**config.mk**
```make
export PLATFORM = sky130hd
export DESIGN_NAME = inverse_dwt_53_reversible_lifting
export DESIGN_NICKNAME = d
export VERILOG_FILES = /design/src/rtl/idwt53_pkg.sv /design/src/rtl/idwt53_lift.sv /design/src/rtl/idwt53_outq.sv /design/src/rtl/inverse_dwt_53_reversible_lifting.sv
export SDC_FILE = /design/constraint.sdc
export NUM_CORES = 1
export LEC_CHECK = 0
export BUFFER_PORTS_ARGS = -buffer_cell sky130_fd_sc_hd__buf_2
export CORE_AREA = 2 2 274 411
export DETAILED_ROUTE_END_ITERATION = 10
export DIE_AREA = 0 0 276 413
export PLACE_DENSITY = 0.46
export SYNTH_ARGS = -nofsm -noshare
export SYNTH_HDL_FRONTEND = slang
export SYNTH_HIERARCHICAL = 1
export SYNTH_SLANG_ARGS = --single-unit
```
**constraint.sdc**
```tcl
create_clock -name clk_i -period 22.2 [get_ports clk_i]
set_input_delay 3.33 -clock clk_i [delete_from_list [all_inputs] [get_ports clk_i]]
set_output_delay 3.33 -clock clk_i [all_outputs]
set_load 0.02 [all_outputs]
```
**src/rtl/idwt53_pkg.sv**
```systemverilog
package idwt53_pkg;

  localparam int SAMPLE_BITS = 24;
  localparam int OUT_BITS    = SAMPLE_BITS + 2;
  localparam int ACC_BITS    = OUT_BITS + 2;
  localparam int POS_BITS    = 13;
  localparam int POS_WRAP_TO = 2;

  localparam int IN_TDATA_W  = ((SAMPLE_BITS + 7) / 8) * 8;
  localparam int OUT_TDATA_W = ((OUT_BITS + 7) / 8) * 8;

  // most samples one coefficient can release
  localparam int MAX_RES  = 3;
  localparam int NUM_BITS = 2;

  localparam int Q_DEPTH = 8;
  localparam int Q_PTR   = 3;
  localparam int Q_CNT   = Q_PTR + 1;

  typedef logic signed [SAMPLE_BITS-1:0] coef_t;
  typedef logic signed [OUT_BITS-1:0]    sample_t;
  typedef logic signed [ACC_BITS-1:0]    acc_t;

  typedef struct packed {
    logic    last;
    sample_t sample;
  } res_t;

  // sliding window and line position
  typedef struct packed {
    coef_t               w0;   // previous coefficient
    coef_t               w1;   // coefficient before that
    sample_t             w2;   // latest reconstructed lowpass
    logic [POS_BITS-1:0] pos;  // coefficients seen in this line
  } state_t;

  typedef struct packed {
    logic [NUM_BITS-1:0]     num;
    res_t [MAX_RES-1:0]      res;
    state_t                  nxt;
  } lift_out_t;

endpackage

```
**src/rtl/idwt53_lift.sv**
```systemverilog
module idwt53_lift
  import idwt53_pkg::*;
(
  input  coef_t     coef_i,
  input  logic      last_i,
  input  logic      first_odd_i,
  input  state_t    state_i,
  output lift_out_t lift_o
);

  function automatic acc_t lift_low(acc_t xv, acc_t a, acc_t b);
    acc_t s;
    s = a + b + acc_t'(2);
    return xv - (s >>> 2);
  endfunction

  function automatic acc_t lift_high(acc_t xv, acc_t a, acc_t b);
    acc_t s;
    s = a + b;
    return xv + (s >>> 1);
  endfunction

  acc_t                x, w0, w1, w2;
  acc_t                left_h, ye_o, yl_o, hp_o, tail_o;
  acc_t                ye_e, yl_e, hp_e;
  logic                odd, pge1, pge2, pge3;
  logic [POS_BITS:0]   pos_inc;

  assign x  = acc_t'(coef_i);
  assign w0 = acc_t'($signed(state_i.w0));
  assign w1 = acc_t'($signed(state_i.w1));
  assign w2 = acc_t'($signed(state_i.w2));

  assign odd  = first_odd_i ^ state_i.pos[0];
  assign pge1 = (state_i.pos != '0);
  assign pge2 = (state_i.pos[POS_BITS-1:1] != '0);
  assign pge3 = pge2 && (state_i.pos != POS_BITS'(2));

  // highpass-indexed coefficient closes a lowpass and its left neighbor
  assign left_h = pge2 ? w1 : x;
  assign ye_o   = lift_low(w0, left_h, x);
  assign yl_o   = pge3 ? w2 : ye_o;
  assign hp_o   = lift_high(w1, yl_o, ye_o);
  assign tail_o = x + ye_o;

  // line ending on a lowpass index: mirrored right high is the left one
  assign ye_e = lift_low(x, w0, w0);
  assign yl_e = pge2 ? w2 : ye_e;
  assign hp_e = lift_high(w0, yl_e, ye_e);

  assign pos_inc = {1'b0, state_i.pos} + (POS_BITS+1)'(1);

  always_comb begin
    lift_o     = '0;
    lift_o.nxt = state_i;

    if (last_i && !pge1) begin
      lift_o.num           = NUM_BITS'(1);
      lift_o.res[0].sample = odd ? sample_t'(x >>> 1) : sample_t'(x);
      lift_o.res[0].last   = 1'b1;
    end else if (odd) begin
      if (pge1) begin
        lift_o.nxt.w2 = sample_t'(ye_o);
        if (pge2) begin
          lift_o.res[0].sample = sample_t'(hp_o);
          lift_o.res[1].sample = sample_t'(ye_o);
          lift_o.res[2].sample = sample_t'(tail_o);
          lift_o.res[2].last   = 1'b1;
          lift_o.num           = last_i ? NUM_BITS'(3) : NUM_BITS'(2);
        end else begin
          lift_o.res[0].sample = sample_t'(ye_o);
          lift_o.res[1].sample = sample_t'(tail_o);
          lift_o.res[1].last   = 1'b1;
          lift_o.num           = last_i ? NUM_BITS'(2) : NUM_BITS'(1);
        end
      end
    end else if (last_i) begin
      lift_o.res[0].sample = sample_t'(hp_e);
      lift_o.res[1].sample = sample_t'(ye_e);
      lift_o.res[1].last   = 1'b1;
      lift_o.num           = NUM_BITS'(2);
    end

    if (last_i) begin
      lift_o.nxt = '0;
    end else begin
      lift_o.nxt.w1 = state_i.w0;
      lift_o.nxt.w0 = coef_i;
      if (pos_inc[POS_BITS]) begin
        lift_o.nxt.pos = POS_BITS'(POS_WRAP_TO);
      end else begin
        lift_o.nxt.pos = pos_inc[POS_BITS-1:0];
      end
    end
  end

endmodule

```
**src/rtl/idwt53_outq.sv**
```systemverilog
module idwt53_outq
  import idwt53_pkg::*;
(
  input  logic                clk_i,
  input  logic                rst_ni,
  input  logic [NUM_BITS-1:0] push_num_i,
  input  res_t [MAX_RES-1:0]  push_data_i,
  output logic                room_o,
  output logic                valid_o,
  input  logic                ready_i,
  output res_t                data_o
);

  res_t             mem_q [Q_DEPTH];
  logic [Q_PTR-1:0] wr_ptr_q, wr_ptr_d;
  logic [Q_PTR-1:0] rd_ptr_q, rd_ptr_d;
  logic [Q_CNT-1:0] count_q, count_d;
  logic             pop;

  assign valid_o = (count_q != '0);
  assign data_o  = mem_q[rd_ptr_q];
  assign pop     = valid_o && ready_i;
  // leave space for a full burst of results
  assign room_o  = (count_q <= Q_CNT'(Q_DEPTH - MAX_RES));

  assign wr_ptr_d = wr_ptr_q + Q_PTR'(push_num_i);
  assign rd_ptr_d = rd_ptr_q + Q_PTR'(pop);
  assign count_d  = count_q + Q_CNT'(push_num_i) - Q_CNT'(pop);

  always_ff @(posedge clk_i) begin
    for (int k = 0; k < MAX_RES; k++) begin
      if (NUM_BITS'(k) < push_num_i) begin
        mem_q[wr_ptr_q + Q_PTR'(k)] <= push_data_i[k];
      end
    end
  end

  always_ff @(posedge clk_i or negedge rst_ni) begin
    if (!rst_ni) begin
      wr_ptr_q <= '0;
      rd_ptr_q <= '0;
      count_q  <= '0;
    end else begin
      wr_ptr_q <= wr_ptr_d;
      rd_ptr_q <= rd_ptr_d;
      count_q  <= count_d;
    end
  end

endmodule

```
**src/rtl/inverse_dwt_53_reversible_lifting.sv**
```systemverilog
// an accepted coefficient is held in the input register stage, its samples then in the result queue
// throughput: one coefficient per cycle while the queue has room; samples leave one per
//   ready cycle, one per coefficient over a line; the 8-entry queue takes bursts of up to 3
// reset (rst_ni low, asynchronous): window, line position, queue and register cleared
module inverse_dwt_53_reversible_lifting
  import idwt53_pkg::*;
(
  input  logic                   clk_i,
  input  logic                   rst_ni,
  // configuration write: bit 0 is first_index_odd
  input  logic                   cfg_valid_i,
  output logic                   cfg_ready_o,
  input  logic                   cfg_data_i,
  // coefficient stream
  input  logic                   s_axis_tvalid,
  output logic                   s_axis_tready,
  input  logic [IN_TDATA_W-1:0]  s_axis_tdata,   // [23:0] coefficient
  input  logic                   s_axis_tlast,   // last_in_line
  // sample stream
  output logic                   m_axis_tvalid,
  input  logic                   m_axis_tready,
  output logic [OUT_TDATA_W-1:0] m_axis_tdata,   // [25:0] sample, rest zero
  output logic                   m_axis_tlast    // last_of_line
);

  // parity of the first index of a line
  logic      first_odd_q;

  // input register stage
  logic      s1_valid_q, s1_valid_d;
  coef_t     s1_coef_q;
  logic      s1_last_q;

  // sliding window state, updated once per coefficient
  state_t    state_q;

  lift_out_t lift;
  logic      room;
  logic      advance;
  logic      in_req;
  res_t      head;

  assign cfg_ready_o = 1'b1;

  // the lifting stage retires its coefficient when the queue can take a full burst
  assign advance       = s1_valid_q && room;
  assign s_axis_tready = !s1_valid_q || room;
  assign in_req        = s_axis_tvalid && s_axis_tready;
  assign s1_valid_d    = in_req || (s1_valid_q && !advance);

  always_ff @(posedge clk_i or negedge rst_ni) begin
    if (!rst_ni) begin
      first_odd_q <= 1'b0;
    end else if (cfg_valid_i && cfg_ready_o) begin
      first_odd_q <= cfg_data_i;
    end
  end

  always_ff @(posedge clk_i or negedge rst_ni) begin
    if (!rst_ni) begin
      s1_valid_q <= 1'b0;
    end else begin
      s1_valid_q <= s1_valid_d;
    end
  end

  // payload of the input stage
  always_ff @(posedge clk_i) begin
    if (in_req) begin
      s1_coef_q <= coef_t'(s_axis_tdata[SAMPLE_BITS-1:0]);
      s1_last_q <= s_axis_tlast;
    end
  end

  // window and position return to zero at the end of each line
  always_ff @(posedge clk_i or negedge rst_ni) begin
    if (!rst_ni) begin
      state_q <= '0;
    end else if (advance) begin
      state_q <= lift.nxt;
    end
  end

  // both lifting steps for one coefficient, plus next window
  idwt53_lift u_lift (
    .coef_i      (s1_coef_q),
    .last_i      (s1_last_q),
    .first_odd_i (first_odd_q),
    .state_i     (state_q),
    .lift_o      (lift)
  );

  // results of one coefficient enter the queue together, in index order
  idwt53_outq u_outq (
    .clk_i       (clk_i),
    .rst_ni      (rst_ni),
    .push_num_i  (advance ? lift.num : NUM_BITS'(0)),
    .push_data_i (lift.res),
    .room_o      (room),
    .valid_o     (m_axis_tvalid),
    .ready_i     (m_axis_tready),
    .data_o      (head)
  );

  assign m_axis_tdata = {{(OUT_TDATA_W-OUT_BITS){1'b0}}, head.sample};
  assign m_axis_tlast = head.last;

endmodule
```
==> reports/qor.csv, run 1 <==
stage,metric,value,unit
setup_path,crit_slowest_cell,nand2_4,
drt,drtIter0Drc,2207,
synth,synth_edf_count,241,
drt,postRouteAntennaNets,0,
status,outcome,"complete, but fails checks",
floorplanning,die_area,114000,sq um
synth,ys_seq_area_share,29.5,%
floorplanning,die_w,276,um
clock_tree,insertion_delay,0.62,ns
drt,first_pass_iters,8,
drt,wl_per_cell,25.1,um
timing,fin_crit,12.17,ns
timing,relSlewSlack,12.1,%
timing,hold_viol,0,
global_route,grt_pass1_vias,30459,
setup_path,path_max_fanout,81,
timing,fmax,82.2,MHz
synth,synth-compound-area-share,20.4,%
synth,synthAdderAreaFrac,9.53,%
timing,worstMarginPinSlew,1.31,ns
floorplanning,rows,150,
finish,finish.instance_area,35800,sq um
timing,timing.final.crit_share,54.8,%
drt,finalWirelength,130,mm
global_route,antenna_found_initial,2,
drt,vias,30006,
synth,synth_xor_area_share,5.84,%
synth,syn_area_per_cell,8.56,sq um
setup_path,cp_slowest_stage_delay,0.68,ns
placement,dp_hpwl,90.3,mm
global_route,grt_max_degree,82,
global_route,grt_pass1_wl,192,mm
finish,nNetsFinal,3991,
setup_path,end_kind,flip-flop,
timing,skew,0.0380,ns
clock_tree,cts_sinks,340,
timing,setup_violations,0,
drt,drcViolationCount,16,
floorplanning,start_util,29.7,%
clock_tree,cts.htree.levels,2,
placement,portBuffers,59,
floorplanning,core,111000,sq um
synth,syn-instance-count,3848,
clock_tree,holdBufCountCts,0,
clock_tree,cts_tree,done,
placement,gp_congestion,0.874,
setup_path,cp_top_family,compound AO/OA/AOI/OAI gates,
hold_path,hold_path.class,flip-flop to flip-flop,
timing,finalSetupTns,0,ns
synth,synthFlopType,edfxtp_1,
synth,syn_area,32900,sq um
setup_path,cp.arrival,12.59,ns
finish,area_growth,8.64,%
setup_path,timing_worst_setup_path_type,flip-flop to flip-flop,
finish,n_fill_cell,11577,
timing,maxSlewViolCount,0,
status,violations,design-rule violations,
finish,multi_input_area,21800,sq um
setup_path,crit_path_frequent_cell,o21ai_0,
clock_tree,clk_pin_slew,0.06,ns
floorplanning,chipHeight,413,um
job,cap_viol_max_count,0,
clock_tree,cts.path.max_buffers,3,
synth,synth_seq_cells,340,
clock_tree,cts-root-buf,clkbuf_16,
drt,post_drt_via_cell_ratio,5.78,
clock_tree,post-cts-setup-buffers,0,
synth,synth.mux.area_fraction,9.13,%
clock_tree,numCtsBuffers,40,
global_route,grt-ovfl-total,0,
floorplanning,io_pins,67,
clock_tree,cts_resized,0,
synth,yosys.area_share.simple,20.6,%
synth,async_flop_share,29.1,%
finish,regArea,9720,sq um
setup_path,startpoint_type,flip-flop,
synth,yosys_warnings,6,
placement,place_area,34400,sq um
global_route,grt_use_total,22.2,%
synth,yosysUniqueCellTypes,98,
synth,synth_top_family_by_area,simple AND/OR/NAND/NOR gates,
timing,rsz0062_at_grt,no,
setup_path,crit_required,22.63,ns
finish,drive_gt1_share,11.8,%
setup_path,worst-path-buf-inv,0,
## per-stage QoR
step | instances | setup WS, ns | hold slack, ns | util [%]
after floorplan | 3853 | 12.51 | 0.473 | -
after global placement | 5118 | 10.35 | 0.521 | 31.1
after detailed placement | 5118 | 10.23 | 0.528 | 31.1
after CTS | 5191 | 10.13 | 0.542 | 32.3
after global routing | 5191 | 9.19 | 0.553 | 32.3
final | 5193 | 10.03 | 0.538 | 32.3
## final cells by class
| cell class | count | share of cell area, % |
|---|---|---|
| multi-input cells | 3131 | 61.0 |
| flip-flops and latches | 340 | 27.2 |
| well taps | 1444 | 5.05 |
| clock buffers | 48 | 2.94 |
| repair buffers | 127 | 2.26 |
| inverters | 76 | 0.798 |
| clock inverters | 25 | 0.770 |
| diodes | 2 | 0.0140 |
## cells in the mapped netlist, types with 45 or more instances
cell type	count	share of area [%]
nor2b_1	68	1.3
a21o_1	83	1.9
a31oi_1	252	4.8
inv_1	75	0.86
nand3_1	45	0.68
o21ai_0	265	4.0
edfxtp_1	241	22
xor2_1	94	2.5
buf_2	55	0.84
dfrtp_1	99	7.5
nand2_1	542	6.2
mux2_2	110	3.8
clkbuf_1	181	2.1
and4b_1	54	1.6
xnor2_1	123	3.3
o21ai_1	80	1.2
a21oi_1	200	3.0
nor3_1	249	3.8
mux4_2	54	3.7
ha_1	234	8.9
nor2_1	191	2.2
## path summary, 6_finish.rpt
path	startpoint	end	slack, ns	cells past startpoint
max	state_q[2]$_DFFE_PN0N_	u_outq/mem_q[2][25]$_DFFE_PP_	10.03	43
min	u_outq/rd_ptr_q[1]$_DFF_PN0_	u_outq/rd_ptr_q[1]$_DFF_PN0_	0.54	1
max reg2reg	state_q[2]$_DFFE_PN0N_	u_outq/mem_q[2][25]$_DFFE_PP_	10.03	43
min reg2reg	u_outq/rd_ptr_q[1]$_DFF_PN0_	u_outq/rd_ptr_q[1]$_DFF_PN0_	0.54	1
max in group asynchronous	rst_ni	u_outq/rd_ptr_q[0]$_DFF_PN0_	18.07	2
min in group asynchronous	rst_ni	state_q[6]$_DFFE_PN0N_	2.79	1
## logic make-up after synthesis
| family | count (synthesis) |
|---|---|
| flops | 340 |
| simple gates | 1362 |
| fa+ha+maj | 245 |
| buf+inv | 382 |
| xor+xnor | 218 |
| mux | 204 |
| other cells | 2 |
| compound gates | 1095 |
## flip-flops by register name, summed over array words and instances (netlist names)
register         count
u_outq/mem_q       216
s1_coef_q           24
u_outq/count_q       4
first_odd_q          1
s1_last_q            1
state_q             87
u_outq/wr_ptr_q      3
u_outq/rd_ptr_q      3
s1_valid_q           1
## layout by cell type (no fill, tap or decap), drive strengths merged, types with 37 or more instances in the layout
cell type,count
o21a,37
o21ai,345
nand2,543
nor2b,68
nor3,250
inv,78
a21o,83
a31oi,253
nor2,191
xor2,94
xnor2,123
buf,127
nand2b,39
and4b,54
dfrtp,99
edfxtp,241
mux4,54
nand3,45
mux2,140
a21oi,200
clkbuf,48
ha,234
## worst register-to-register path: cells and delay by family (launching register included)
| kind | cells | cell delay (ns) |
|---|---|---|
| adder cells (fa/ha/maj) | 5 | 1.78 |
| AO/OA/AOI/OAI | 23 | 5.34 |
| flip-flops | 1 | 0.44 |
| AND/OR/NAND/NOR | 10 | 3.09 |
| multiplexers | 1 | 0.25 |
| XOR/XNOR | 4 | 1.08 |
## metal layers
metal	GRT usage, %	wire length [um]	vias up
met1	23.9	48400	14570
li1	-	-	14041
met5	0	0	-
met2	42.5	68500	1055
met3	1.85	5740	340
met4	12.2	7880	0
Power of run 1 is left out: the tool's default activity adds up to more than one toggle a clock period on the data nets, which glitch-free logic cannot reach.
==> run 2, diff against run 1 <==
ABC_AREA = 1   (was not set)
CORE_AREA = 2 2 280 421   (was 2 2 274 411)
DIE_AREA = 0 0 282 423   (was 0 0 276 413)
PLACE_DENSITY = 0.47   (was 0.46)
clock period = 10.9 ns   (was 22.2 ns; I/O delays follow)
==> reports/qor.csv, run 2 <==
stage,metric,value,unit
clock_tree,cts.htree.levels,2,
floorplanning,rows,153,
setup_path,worst-path-buf-inv,5,
synth,async_flop_share,29.1,%
synth,syn-instance-count,5204,
setup_path,rr_endpoint,u_outq/mem_q[5][23]$_DFFE_PP_,
drt,finalWirelength,172,mm
setup_path,cp.arrival,10.76,ns
synth,syn_area_per_cell,6.63,sq um
synth,yosysUniqueCellTypes,65,
drt,first_pass_iters,5,
setup_path,path_max_fanout,36,
clock_tree,insertion_delay,0.62,ns
setup_path,crit_required,11.25,ns
synth,synth_top_family_by_area,simple AND/OR/NAND/NOR gates,
timing,skew,0.0201,ns
clock_tree,post-cts-setup-buffers,0,
setup_path,r2r-start,state_q[4]$_DFFE_PN0N_,
synth,synth_top_area_share,21.0,%
hold_path,min_to,state_q[36]$_DFFE_PN0N_,
timing,worstMarginPinSlew,1.40,ns
setup_path,end_kind,flip-flop,
synth,synth_seq_cells,340,
finish,area_growth,9.16,%
timing,hold_viol,0,
global_route,grt_max_degree,82,
synth,synth_commonest_cells,"nand2_1 (1506), nor2_1 (477), inv_1 (430), nand3_1 (427), o21ai_0 (406)",
synth,yosysMostFrequentCell,nand2_1,
setup_path,crit_slowest_cell,o21ai_0,
timing,rsz0062_at_grt,no,
synth,syn_area,34500,sq um
placement,portBuffers,59,
drt,drtIter0Drc,2992,
global_route,grt_pass1_vias,36951,
synth,yosys.area.top_type,edfxtp_1,
setup_path,cp_slowest_stage_delay,0.49,ns
timing,maxSlewViolCount,0,
synth,yosys.area_share.simple,34.7,%
hold_path,hold_start,state_q[36]$_DFFE_PN0N_,
hold_path,hold_path.class,flip-flop to flip-flop,
synth,synth.mux.area_fraction,0,%
clock_tree,holdBufCountCts,0,
placement,dp_hpwl,124,mm
setup_path,cp_top_family,simple AND/OR/NAND/NOR gates,
timing,setup_violations,0,
placement,gp_congestion,1.00,
clock_tree,cts_sinks,340,
floorplanning,core,115000,sq um
floorplanning,start_util,29.9,%
synth,synthAdderAreaFrac,9.07,%
setup_path,startpoint_type,flip-flop,
finish,regMostFlops,u_outq/mem_q,
synth,netlist_top_cells_area,"edfxtp_1 (21%), nand2_1 (16%), ha_1 (8.5%)",
synth,synth-compound-area-share,15.0,%
global_route,grt_pass1_wl,248,mm
finish,largest_reg_flops,216,
timing,relSlewSlack,6.29,%
global_route,antenna_found_initial,4,
floorplanning,die_area,119000,sq um
global_route,grt-ovfl-total,0,
drt,post_drt_via_cell_ratio,5.51,
job,cap_viol_max_count,0,
drt,wl_per_cell,25.7,um
clock_tree,clk_pin_slew,0.06,ns
timing,fmax,96.0,MHz
synth,synthFlopType,edfxtp_1,
setup_path,crit_path_frequent_cell,nand2_1,
timing,finalSetupTns,0,ns
finish,drive_gt1_share,6.24,%
timing,fin_crit,10.41,ns
synth,yosys_warnings,6,
setup_path,rrSetupSlack,0.49,ns
setup_path,worst-r2r-cell-count,46,
finish,mostFrequentLayoutCells,"nand2_1 (1506), nor2_1 (477), inv_1 (429)",
clock_tree,numCtsBuffers,42,
timing,timing.final.crit_share,95.5,%
floorplanning,chipHeight,423,um
floorplanning,io_pins,67,
synth,synth_edf_count,241,
floorplanning,die_w,282,um
drt,vias,36878,
clock_tree,cts.path.max_buffers,3,
synth,ys_seq_area_share,28.2,%
status,outcome,finished clean,
clock_tree,cts_resized,0,
synth,synth_xor_area_share,4.11,%
drt,postRouteAntennaNets,0,
global_route,grt_use_total,28.4,%
clock_tree,cts-root-buf,clkbuf_16,
hold_path,hold-path-cell-count,2,
finish,top_regs,"u_outq/mem_q x216, state_q x87, s1_coef_q x24",
clock_tree,cts_tree,done,
drt,drcViolationCount,0,
finish,layout_commonest_cell,nand2_1,
finish,nNetsFinal,5389,
setup_path,timing_worst_setup_path_type,flip-flop to flip-flop,
==> run 2: cell types whose count changed in the layout (fill, tap and decap cells not counted), moves of 207 or more <==
cell / before / now
nand2_1: 539 / 1506
nand3_1: 43 / 418
inv_1: 75 / 429
nor2_1: 190 / 477
nand4_1: 21 / 250
a31oi_1: 252 / 35
nor3_1: 249 / 42
==> run 2: layer usage <==
layer,up-vias,GRT usage [%],wire (um),share of wire [%]
met4,4,18.4,13000,7.5
met3,508,3.64,9610,5.6
met5,-,0,30,0.017
met2,1482,52.2,88800,52
li1,17404,-,-,-
met1,17480,30.0,60800,35
==> run 2: cells by family (layout without fill, tap and decap cells) <==
| group | after synthesis | in the layout |
|---|---|---|
| buf+inv | 750 | 689 |
| compound gates | 933 | 933 |
| xor+xnor | 161 | 161 |
| flops | 340 | 340 |
| other cells | 2 | 8 |
| fa+ha+maj | 244 | 244 |
| simple gates | 2774 | 2774 |
==> run 2: worst max-delay path by stage <==
stage | start | to | slack (ns) | depth (start not counted)
6_report | state_q[4]$_DFFE_PN0N_ | u_outq/mem_q[5][23]$_DFFE_PP_ | 0.49 | 46
5_1_grt | state_q[4]$_DFFE_PN0N_ | u_outq/mem_q[5][24]$_DFFE_PP_ | 0.03 | 50
4_1_cts | state_q[4]$_DFFE_PN0N_ | u_outq/mem_q[5][17]$_DFFE_PP_ | 0.03 | 44
3_5_place_dp | state_q[4]$_DFFE_PN0N_ | u_outq/mem_q[5][17]$_DFFE_PP_ | 0.08 | 42
3_3_place_gp | state_q[3]$_DFFE_PN0N_ | u_outq/mem_q[5][17]$_DFFE_PP_ | 0.02 | 42
2_1_floorplan | state_q[8]$_DFFE_PN0N_ | u_outq/mem_q[0][25]$_DFFE_PP_ | 3.19 | 53
==> run 2: layout make-up <==
type	count	area (sq um)
inverters	452	1700
flip-flops and latches	340	9720
well taps	1550	1940
fillers	12613	77800
multi-input cells	4119	21800
clock inverters	21	243
diodes	1	2.50
repair buffers	159	1050
clock buffers	57	1190
==> run 2: worst min-delay path: cells and delay by family, from the launching register on <==
kind	cells	cell delay, ns
flops	1	0.34
simple gates	2	0.09
==> run 2: through the flow <==
| stage | utilization, % | instance area, sq um | hold WS [ns] | worst slack [ns] | std cells |
|---|---|---|---|---|---|
| 3_3_place_gp | 31.4 | 36200 | 0.453 | 0.0188 | 6620 |
| 4_1_cts | 32.6 | 37600 | 0.472 | 0.0322 | 6698 |
| 2_1_floorplan | - | 34500 | 0.442 | 3.19 | 5209 |
| 5_1_grt | 32.6 | 37700 | 0.492 | 0.0259 | 6698 |
| 3_5_place_dp | 31.4 | 36200 | 0.458 | 0.0769 | 6620 |
| 6_report | 32.6 | 37700 | 0.465 | 0.486 | 6699 |
Power of run 2 is left out for the same reason.
